<file path="config.mk">
export PLATFORM = sky130hd
export DESIGN_NAME = ssbu_div_cell
export DESIGN_NICKNAME = d
export VERILOG_FILES = /design/src/hw/rtl/sdf_sphere_box_smooth_union_unit_assert.svh /design/src/hw/rtl/ssbu_pkg.sv /design/src/hw/rtl/ssbu_div_cell.sv
export SDC_FILE = /design/constraint.sdc
export NUM_CORES = 1
export LEC_CHECK = 0
export BUFFER_PORTS_ARGS = -buffer_cell sky130_fd_sc_hd__buf_2
export CAP_MARGIN = 20
export CELL_PAD_IN_SITES_DETAIL_PLACEMENT = 2
export CELL_PAD_IN_SITES_GLOBAL_PLACEMENT = 2
export CORE_ASPECT_RATIO = 1.5
export CORE_UTILIZATION = 23
export DETAILED_ROUTE_END_ITERATION = 12
export GPL_TIMING_DRIVEN = 0
export PLACE_DENSITY_LB_ADDON = 0.1
export SYNTH_ARGS = -nofsm -noshare
export SYNTH_HDL_FRONTEND = slang
export SYNTH_SLANG_ARGS = --single-unit
</file>
<file path="constraint.sdc">
create_clock -name clock -period 3.3 [get_ports clock]
set_input_delay 0.495 -clock clock [delete_from_list [all_inputs] [get_ports clock]]
set_output_delay 0.495 -clock clock [all_outputs]
set_load 0.1 [all_outputs]
</file>
<file path="src/hw/rtl/sdf_sphere_box_smooth_union_unit_assert.svh">
// ----------------------------------------------------------------------------
// sdf_sphere_box_smooth_union_unit_assert.svh
// Assertion macros shared by the distance unit.
// ----------------------------------------------------------------------------
`ifndef SDF_SPHERE_BOX_SMOOTH_UNION_UNIT_ASSERT_SVH
`define SDF_SPHERE_BOX_SMOOTH_UNION_UNIT_ASSERT_SVH

// same-cycle implication
`define SSBU_ASSERT_NOW(lbl, clk, rst, ante, cons) \
   lbl: assert property (@(posedge clk) disable iff (rst) (ante) |-> (cons)) \
      else $error("ssbu assertion failed");

// next-cycle implication
`define SSBU_ASSERT_NEXT(lbl, clk, rst, ante, cons) \
   lbl: assert property (@(posedge clk) disable iff (rst) (ante) |=> (cons)) \
      else $error("ssbu assertion failed");

`endif

</file>
<file path="src/hw/rtl/ssbu_pkg.sv">
// ----------------------------------------------------------------------------
// ssbu_pkg
// Shared widths, register indexes and inter-cell beat types.
// ----------------------------------------------------------------------------
package ssbu_pkg;

   localparam int FRAC_BITS_DEFAULT = 16;

   localparam int COORD_W = 24;   // signed coordinate / result
   localparam int REG_W   = 23;   // configuration register
   localparam int SQ_W    = 48;   // sum of three squares
   localparam int ROOT_W  = 24;   // integer square root
   localparam int DIST_W  = 26;   // d1, d2, min
   localparam int QUO_W   = 22;   // blend correction quotient
   localparam int DIVR_W  = 25;   // 4 * blend width

   typedef enum logic [1:0] {
      REG_SPHERE_RADIUS = 2'd0,
      REG_BOX_HALF_SIZE = 2'd1,
      REG_BLEND_WIDTH   = 2'd2
   } reg_index_type;

   // beat handed along the square-root chain
   typedef struct packed {
      logic                     valid;
      logic [SQ_W-1:0]          rem;
      logic [ROOT_W-1:0]        root;
      logic signed [DIST_W-1:0] d2;
      logic                     last;
   } sqrt_beat_type;

   // beat handed along the divider chain
   typedef struct packed {
      logic                     valid;
      logic [SQ_W-1:0]          rem;
      logic [QUO_W-1:0]         quo;
      logic signed [DIST_W-1:0] lo;
      logic                     blend;
      logic                     last;
   } div_beat_type;

endpackage

</file>
<file path="src/hw/rtl/ssbu_div_cell.sv">
// ----------------------------------------------------------------------------
// ssbu_div_cell
// One quotient bit of the restoring divider.
// ----------------------------------------------------------------------------
module ssbu_div_cell #(
   parameter int BIT = 0
) (
   input  logic                              clock,
   input  logic                              reset,
   input  logic [ssbu_pkg::DIVR_W-1:0]       divisor,
   input  ssbu_pkg::div_beat_type            beat_in,
   output ssbu_pkg::div_beat_type            beat_out
);

   ssbu_pkg::div_beat_type beat_ff, beat_in_c;
   logic [ssbu_pkg::SQ_W-1:0] shifted;

   always_comb begin
      shifted   = {{(ssbu_pkg::SQ_W-ssbu_pkg::DIVR_W){1'b0}}, divisor} << BIT;
      beat_in_c = beat_in;
      if (beat_in.rem >= shifted) begin
         beat_in_c.rem = beat_in.rem - shifted;
         beat_in_c.quo = beat_in.quo | (ssbu_pkg::QUO_W'(1) << BIT);
      end
   end

   always_ff @(posedge clock) begin
      if (reset) begin
         beat_ff <= '0;
      end else begin
         beat_ff <= beat_in_c;
      end
   end

   assign beat_out = beat_ff;

endmodule

</file>
==> key figures <==
Outcome
  • Outcome: complete, no violations

Pwr
  • Peak supply drop: 0.218 mV
  • Tot Pwr: 0.00367 W
  • Pwr dens: 542 mW/mm²
  • Leakage Power: 3.20 nW

Timing
  • Period minus WS final: 3.30 ns
  • Maximum clock rate: 303 MHz
  • Worst-margin pin slew: roughly 0.63 ns
  • Hold Fails Final Rpt: 0
  • Slew Viols, Final: 0
  • Max-slew headroom: between 50% and 60%
  • # setup viols final: 0
  • RSZ-0062 raised after global routing: yes
  • Final hold slack: between 0.3 and 0.4 ns
  • Period utilization: 99.9%

Synth
  • Seq/Total Area, Yosys: 40.6%
  • Unique masters post-synth: 60
  • EDFF count, synth: 0
  • Register bit count reported by yosys: 99
  • Post-synth top area share: between 40% and 50%
  • YS warnings: 0
  • Area leader, netlist: dfxtp_1
  • Mapped cell area: 0.00488 mm²
  • Syn Nets: about 720
  • Mapped Cells: 565
  • Synth top area cells: dfxtp_1 41%, nor2b_1 6.9%, ha_1 6.4%
  • Synth Flop Type: dfxtp_1
  • Mean Syn Cell Area: 8.63 µm²
  • Share of flip-flops with an asynchronous set or reset: 0%

Floorplan
  • Die Ht: 180 µm
  • Core ar.: 0.0206 mm²
  • Die X: 121 µm
  • # IOs: 225
  • Initial Util: 23.7%
  • Die ar.: 0.0218 mm²
  • Site Rows: between 60 and 70

Finish
  • Post-layout util: 32.9%
  • Max FFs per register: 99
  • Fin cells: 1077
  • Area grow syn2layout: 38.8%
  • Fin nets: 959
  • FILL cells: 2377
  • Leading cell types in the layout, fill and taps excluded: 225 x buf_2, 99 x dfxtp_1, 57 x a21oi_1
  • Layout cells sized above 1: 34.9%
  • Most common library cell in the layout ignoring fill and taps: buf_2

Clock tree
  • Num CTS Buffers: 9
  • CTS tree: yes
  • CTS root buf: clkbuf_16
  • Sink Count: 99
  • Clock transition at path regs: 0.07 ns
  • H-Tree Depth: 3
  • Maximum buffer depth of the clock tree: 2

Flow run
  • Maxcap violations: 0

Global routing
  • First-pass GRT wire length: 29600 µm
  • Pin count of the biggest net entering global routing: 18
  • Tot GR Track Use: 17.6%
  • Initial antenna violation count: 1
  • Total grt overflow: 0
  • Vias in the first global route: 5629

Worst setup path
  • Startpoint type of the worst setup path: input port
  • Crit Path Class: input port to flip-flop
  • Critical path data arrival time: between 3 and 4 ns
  • Worst Setup End Kind: flip-flop
  • Worst EP required: 3.59 ns
  • Worst Path Max Fanout: 9

Route
  • DRT Pass-1 Iters: 4
  • Initial DRC count: 123
  • Post-DRT Antenna Nets: 0
  • DR WL/cell: between 15 and 20 µm
  • DRC: 0
  • Vias: 5045
  • Via density: 4.68
  • Overall routed net length: 18800 µm

Worst hold path
  • Hold Path Class: input port to flip-flop

Place
  • Cell total after placement: 1053
  • DP Wirelength: 15400 µm
  • Final GP Congestion: between 0.8 and 0.9
  • Number of port buffers: 224
repair_timing:
| action | 4_1_cts | 5_1_grt |
|---|---|---|
| hold buffers | 0 | 0 |
| setup buffers | 2 | 5 |
| pin swaps | 1 | 6 |
| setup endpoints to repair | 15 | 16 |
| gates resized for setup | 5 | 15 |
cells by family after synthesis:
| kind of cell | after synthesis | share of synthesized area [%] |
|---|---|---|
| simple gates | 212 | 24.3 |
| compound gates | 140 | 18.2 |
| fa+ha+maj | 26 | 6.82 |
| mux | 4 | 0.949 |
| buf+inv | 62 | 5.11 |
| xor+xnor | 22 | 3.95 |
| flops | 99 | 40.6 |
per-layer routing:
metal	global-route usage, %	part of all wire, %	up-vias
met4	5.63	1.7	2
met2	35.1	55	155
met1	17.2	37	2402
met3	3.92	6.0	22
li1	-	-	2464
met5	0	0.069	-
where the power goes:
part / switching, W / leakage (nW) / internal (W)
logic: 0.00103 / 2.24 / 0.000315
registers: 0.0000214 / 0.825 / 0.00129
clock network: 0.000494 / 0.130 / 0.000519
critical path: stages:
cell      delay, ns
buf_2          0.09
inv_1          0.04
ha_2           0.18
fa_2           0.36
nand2b_4       0.15
a211o_1        0.36
a31o_4         0.26
a31oi_4        0.25
a21oi_2        0.09
or4b_4         0.59
buf_8          0.16
or4_1          0.41
a21oi_2        0.13
path summary, 6_finish.rpt:
path        start           end  slack (ns)  cells past startpoint
max   beat_in[50]  beat_out[96]       0.002                     13
min   beat_in[12]  beat_out[12]        0.35                      2
synthesized netlist by cell type, types with 2 or more instances:
cell       instances
a21boi_0           3
nand3_1            6
clkbuf_1          18
nand4_1            7
and2_1             2
or4b_2             2
buf_2              7
a221o_1            2
or3_1             17
or2_2              2
a311oi_1           2
dfxtp_1           99
o31ai_1            7
and4_1             2
and3_1             6
xor2_1            10
or4_1             11
o211ai_1           2
nor2_1            51
nand2_1           24
a31oi_1            7
nor3_1            11
nand2b_1           6
a21o_1            12
o21bai_1           3
o21ai_0           18
mux2i_1            2
a211o_1            2
ha_1              25
nand3b_1           2
a211oi_1           3
inv_1             35
a2111oi_0          3
nor2b_1           54
nor3b_1            2
a21oi_1           60
o221ai_1           3
a31o_2             4
xnor2_1           12
per-stage QoR:
stage	setup slack, ns	TNS (ns)	area, µm²
final	0.00213	0	6770
after global routing	-0.0749	-0.267	6770
after CTS	0.0106	0	6670
after detailed placement	-0.470	-15.39	6370
after global placement	-0.437	-13.66	6370
after floorplan	0.00313	0	4920
layout make-up:
cell class / instances / area [µm²] / area share (%)
Multi-Input combinational cell: 404 / 2730 / 40.3
Sequential cell: 99 / 1980 / 29.3
Timing Repair Buffer: 231 / 1170 / 17.3
Tap cell: 264 / 330 / 4.88
Clock buffer: 10 / 229 / 3.38
Buffer: 27 / 148 / 2.18
Inverter: 35 / 131 / 1.94
Clock inverter: 6 / 46.3 / 0.684
Antenna cell: 1 / 2.50 / 0.0370
Power figures use the tool's default switching activity.
