--- src/hw/rtl/sdf_sphere_box_smooth_union_unit_assert.svh ---
// ----------------------------------------------------------------------------
// sdf_sphere_box_smooth_union_unit_assert.svh
// Assertion macros shared by the distance unit.
// ----------------------------------------------------------------------------
`ifndef SDF_SPHERE_BOX_SMOOTH_UNION_UNIT_ASSERT_SVH
`define SDF_SPHERE_BOX_SMOOTH_UNION_UNIT_ASSERT_SVH

// same-cycle implication
`define SSBU_ASSERT_NOW(lbl, clk, rst, ante, cons) \
   lbl: assert property (@(posedge clk) disable iff (rst) (ante) |-> (cons)) \
      else $error("ssbu assertion failed");

// next-cycle implication
`define SSBU_ASSERT_NEXT(lbl, clk, rst, ante, cons) \
   lbl: assert property (@(posedge clk) disable iff (rst) (ante) |=> (cons)) \
      else $error("ssbu assertion failed");

`endif

--- src/hw/rtl/ssbu_pkg.sv ---
// ----------------------------------------------------------------------------
// ssbu_pkg
// Shared widths, register indexes and inter-cell beat types.
// ----------------------------------------------------------------------------
package ssbu_pkg;

   localparam int FRAC_BITS_DEFAULT = 16;

   localparam int COORD_W = 24;   // signed coordinate / result
   localparam int REG_W   = 23;   // configuration register
   localparam int SQ_W    = 48;   // sum of three squares
   localparam int ROOT_W  = 24;   // integer square root
   localparam int DIST_W  = 26;   // d1, d2, min
   localparam int QUO_W   = 22;   // blend correction quotient
   localparam int DIVR_W  = 25;   // 4 * blend width

   typedef enum logic [1:0] {
      REG_SPHERE_RADIUS = 2'd0,
      REG_BOX_HALF_SIZE = 2'd1,
      REG_BLEND_WIDTH   = 2'd2
   } reg_index_type;

   // beat handed along the square-root chain
   typedef struct packed {
      logic                     valid;
      logic [SQ_W-1:0]          rem;
      logic [ROOT_W-1:0]        root;
      logic signed [DIST_W-1:0] d2;
      logic                     last;
   } sqrt_beat_type;

   // beat handed along the divider chain
   typedef struct packed {
      logic                     valid;
      logic [SQ_W-1:0]          rem;
      logic [QUO_W-1:0]         quo;
      logic signed [DIST_W-1:0] lo;
      logic                     blend;
      logic                     last;
   } div_beat_type;

endpackage

--- src/hw/rtl/ssbu_sqrt_cell.sv ---
// ----------------------------------------------------------------------------
// ssbu_sqrt_cell
// One root bit of the restoring integer square root.
// ----------------------------------------------------------------------------
module ssbu_sqrt_cell #(
   parameter int BIT = 0
) (
   input  logic                   clock,
   input  logic                   reset,
   input  ssbu_pkg::sqrt_beat_type beat_in,
   output ssbu_pkg::sqrt_beat_type beat_out
);

   localparam int TW = ssbu_pkg::SQ_W + 2;

   ssbu_pkg::sqrt_beat_type beat_ff, beat_in_c;
   logic [TW-1:0] trial;
   logic          fits;

   // (r + 2^b)^2 - r^2 = r*2^(b+1) + 2^(2b)
   always_comb begin
      trial = ({{(TW-ssbu_pkg::ROOT_W){1'b0}}, beat_in.root} << (BIT + 1))
            + ({{(TW-1){1'b0}}, 1'b1} << (2 * BIT));
      fits  = {2'b00, beat_in.rem} >= trial;
      beat_in_c = beat_in;
      if (fits) begin
         beat_in_c.rem  = beat_in.rem - trial[ssbu_pkg::SQ_W-1:0];
         beat_in_c.root = beat_in.root | (ssbu_pkg::ROOT_W'(1) << BIT);
      end
   end

   always_ff @(posedge clock) begin
      if (reset) begin
         beat_ff <= '0;
      end else begin
         beat_ff <= beat_in_c;
      end
   end

   assign beat_out = beat_ff;

endmodule

--- config.mk ---
export PLATFORM = sky130hd
export DESIGN_NAME = ssbu_sqrt_cell
export DESIGN_NICKNAME = d
export VERILOG_FILES = /design/src/hw/rtl/sdf_sphere_box_smooth_union_unit_assert.svh /design/src/hw/rtl/ssbu_pkg.sv /design/src/hw/rtl/ssbu_sqrt_cell.sv
export SDC_FILE = /design/constraint.sdc
export NUM_CORES = 1
export LEC_CHECK = 0
export ABC_AREA = 1
export ABC_CLOCK_PERIOD_IN_PS = 2200
export BUFFER_PORTS_ARGS = -buffer_cell sky130_fd_sc_hd__buf_2
export CAP_MARGIN = 20
export CORE_ASPECT_RATIO = 1.5
export CORE_MARGIN = 2
export CORE_UTILIZATION = 50
export CTS_BUF_LIST = sky130_fd_sc_hd__clkbuf_8
export CTS_CLUSTER_SIZE = 25
export DETAILED_ROUTE_END_ITERATION = 16
export MAX_ROUTING_LAYER = met4
export PLACE_DENSITY = 0.79
export REMOVE_ABC_BUFFERS = 1
export SLEW_MARGIN = 10
export SYNTH_ARGS = -nofsm -noshare
export SYNTH_HDL_FRONTEND = slang
export SYNTH_SLANG_ARGS = --single-unit
--- constraint.sdc ---
create_clock -name clock -period 2.2 [get_ports clock]
set_input_delay 0.22 -clock clock [delete_from_list [all_inputs] [get_ports clock]]
set_output_delay 0.22 -clock clock [all_outputs]
set_load 0.01 [all_outputs]
==> results.json <==
{
  "synth_flop_cell": "dfxtp_1",
  "ys_seq_elements": 100,
  "cts_tree": "built",
  "synth-edff-count": 0,
  "endpoint_kind": "register",
  "startpoint": "beat_in[27]",
  "grt_pass1_wl_um": 29600,
  "vdd_drop_max_mv": 0.318,
  "max_freq_mhz": 556,
  "dp_hpwl_um": 15400,
  "drv_cap": 0,
  "antenna_found_initial": 0,
  "area_growth_pct": 22.8,
  "synthTopCellsByCount": "nand2_1, nor2_1, inv_1",
  "drt-initial-drc-count": 311,
  "drive_above_1_share": 0.204,
  "io_pins": 202,
  "core_area_mm2": 0.0124,
  "wl_um": 18300,
  "relSlewSlack": 0.463,
  "layout_worst_path_cycle_share": 0.818,
  "post-cts-setup-buffers": 0,
  "total_power_mw": 4.33,
  "critPathMaxFanout": 22,
  "grt.total_usage": 0.285,
  "ys_seq_area_frac": 0.320,
  "power.density_mw_per_mm2": 564,
  "cp.arrival_ps": 2120,
  "drc": 0,
  "start_kind": "primary input",
  "num_rows": 50,
  "path_clk_slew_ps": 100,
  "rsz0062_at_grt": "no",
  "yosys_warnings": 0,
  "synth_area_leaders": "dfxtp_1, nand2_1, nor2_1",
  "avgRoutedWirePerCell_um": 12.7,
  "die_h_um": 141,
  "cts_resized": 0,
  "hold_ws_ps": 39.6,
  "synth.most_common_cell": "nand2_1",
  "dpl_worst_slack_ps": 12.5,
  "num_antenna_cells": 0,
  "grt_overflow": 0,
  "drv_slew": 0,
  "layout.nets": 1414,
  "h-tree-depth": 3,
  "die-area_mm2": 0.0135,
  "cts_buffers": 9,
  "clock-sinks": 100,
  "synthArstFlopShare": 0,
  "largest_register_ffs": 100,
  "synth_area_mm2": 0.00626,
  "worst-setup-path-type": "primary input to register",
  "min_path_type": "primary input to register",
  "p_leak_nw": 4.66,
  "finalHoldViolCount": 0,
  "ys_types": 27,
  "cts_max_path_buffers": 2,
  "critPathRequiredTime_ps": 2520,
  "fin_ws_ps": 401,
  "cts-hold-fix-buffers": 0,
  "die_w_um": 95.4,
  "endpoint": "beat_out[51]",
  "start_util": 0.506,
  "timing.final.crit_period_ps": 1800,
  "gp_congestion": 1.06,
  "first_pass_iters": 5,
  "cts-root-buf": "clkbuf_8",
  "grt_pass1_vias": 6593,
  "setup_viol": 0,
  "grt_start_max_net_pins": 75,
  "viasPerCell": 4.69,
  "netlist.area_leader.share": 0.320,
  "status": "complete, no violations",
  "min_from": "beat_in[24]",
  "finalSetupTns_ps": 0,
  "syn_avg_cell_area_um2": 5.84,
  "tightestPinTransition_ps": 805,
  "hold_path_depth": 3,
  "synth_cells": 1072,
  "dr_total_vias": 6788,
  "route.antenna.remaining_nets": 0,
  "yosysTopAreaCell": "dfxtp_1",
  "port_buffers": 201,
  "final_core_util": 0.621
}
[power by group]
| group | internal, mW | switching (mW) | total [mW] |
|---|---|---|---|
| combinational | 0.469 | 0.757 | 1.23 |
| sequential | 1.95 | 0.0277 | 1.97 |
| clock | 0.432 | 0.702 | 1.13 |
| total | 2.85 | 1.49 | 4.33 |
[cell families (layout without fill, tap and decap cells)]
family / Yosys count / after routing / share of synthesized area
AOI/OAI and AO/OA: 28 / 28 / 0.0240
xor gates and xnor gates: 21 / 21 / 0.0294
adders and majority gates: 26 / 26 / 0.0531
buffers and inverters: 221 / 439 / 0.140
DFF: 100 / 100 / 0.320
and+or+nand+nor: 676 / 676 / 0.434
[worst max-delay path: stages]
cell     delay, ps
buf_2           80
inv_1           50
fa_1           450
nand3_1        110
nand3_2        120
nand2_1        100
nand2_2         90
nand2_1         80
nand3_2         80
nand2_1        100
nand3_2        130
buf_4          260
nand2_1         80
nand2_1         50
nor2_1         100
[per-stage QoR]
step,instances,instance area (um2)
6_report,1446,7690
3_3_place_gp,1431,7510
2_1_floorplan,1055,6150
3_5_place_dp,1431,7510
5_1_grt,1446,7690
4_1_cts,1446,7690
[worst min path at each step]
stage,endpoint,slack [ps]
floorplan,beat_out[27],290
CTS,beat_out[24],30
global placement,beat_out[12],420
global route,beat_out[9],40
finish,beat_out[24],40
detailed placement,beat_out[24],430
[layout make-up]
class	count	area [um2]
clock buffers	9	124
well taps	156	195
repair buffers	220	1160
multi-input cells	751	3380
fillers	1323	4700
flip-flops and latches	100	2000
clock inverters	6	57.6
inverters	204	766
[layer usage]
layer | vias to the layer above | GRT usage | share of wire | wire length (um)
met5 | - | - | 0 | 0
met4 | 0 | 0.149 | 0.051 | 940
met3 | 60 | 0.0278 | 0.046 | 842
met2 | 206 | 0.514 | 0.51 | 9310
met1 | 2923 | 0.300 | 0.39 | 7220
li1 | 3599 | - | - | -
[cells in the final DEF (no fill, tap or decap)]
| cell | instances |
|---|---|
| buf_2 | 201 |
| nand3b_1 | 4 |
| xnor2_1 | 15 |
| inv_8 | 2 |
| inv_1 | 189 |
| nand3_1 | 56 |
| nand4_1 | 17 |
| clkinv_1 | 1 |
| inv_6 | 1 |
| inv_2 | 14 |
| and2_1 | 1 |
| dfxtp_1 | 100 |
| buf_4 | 18 |
| ha_1 | 25 |
| a21oi_2 | 2 |
| o21ai_0 | 11 |
| nor3_1 | 7 |
| nor2_2 | 6 |
| nor2_1 | 212 |
| o21ai_1 | 1 |
| a21oi_1 | 13 |
| clkinv_4 | 3 |
| nand2_2 | 3 |
| xor2_1 | 6 |
| nand2_1 | 367 |
| a21o_1 | 1 |
| buf_12 | 1 |
| clkbuf_8 | 9 |
| nand3_2 | 3 |
| fa_1 | 1 |
Note: power is estimated with default switching activity, not from simulation.
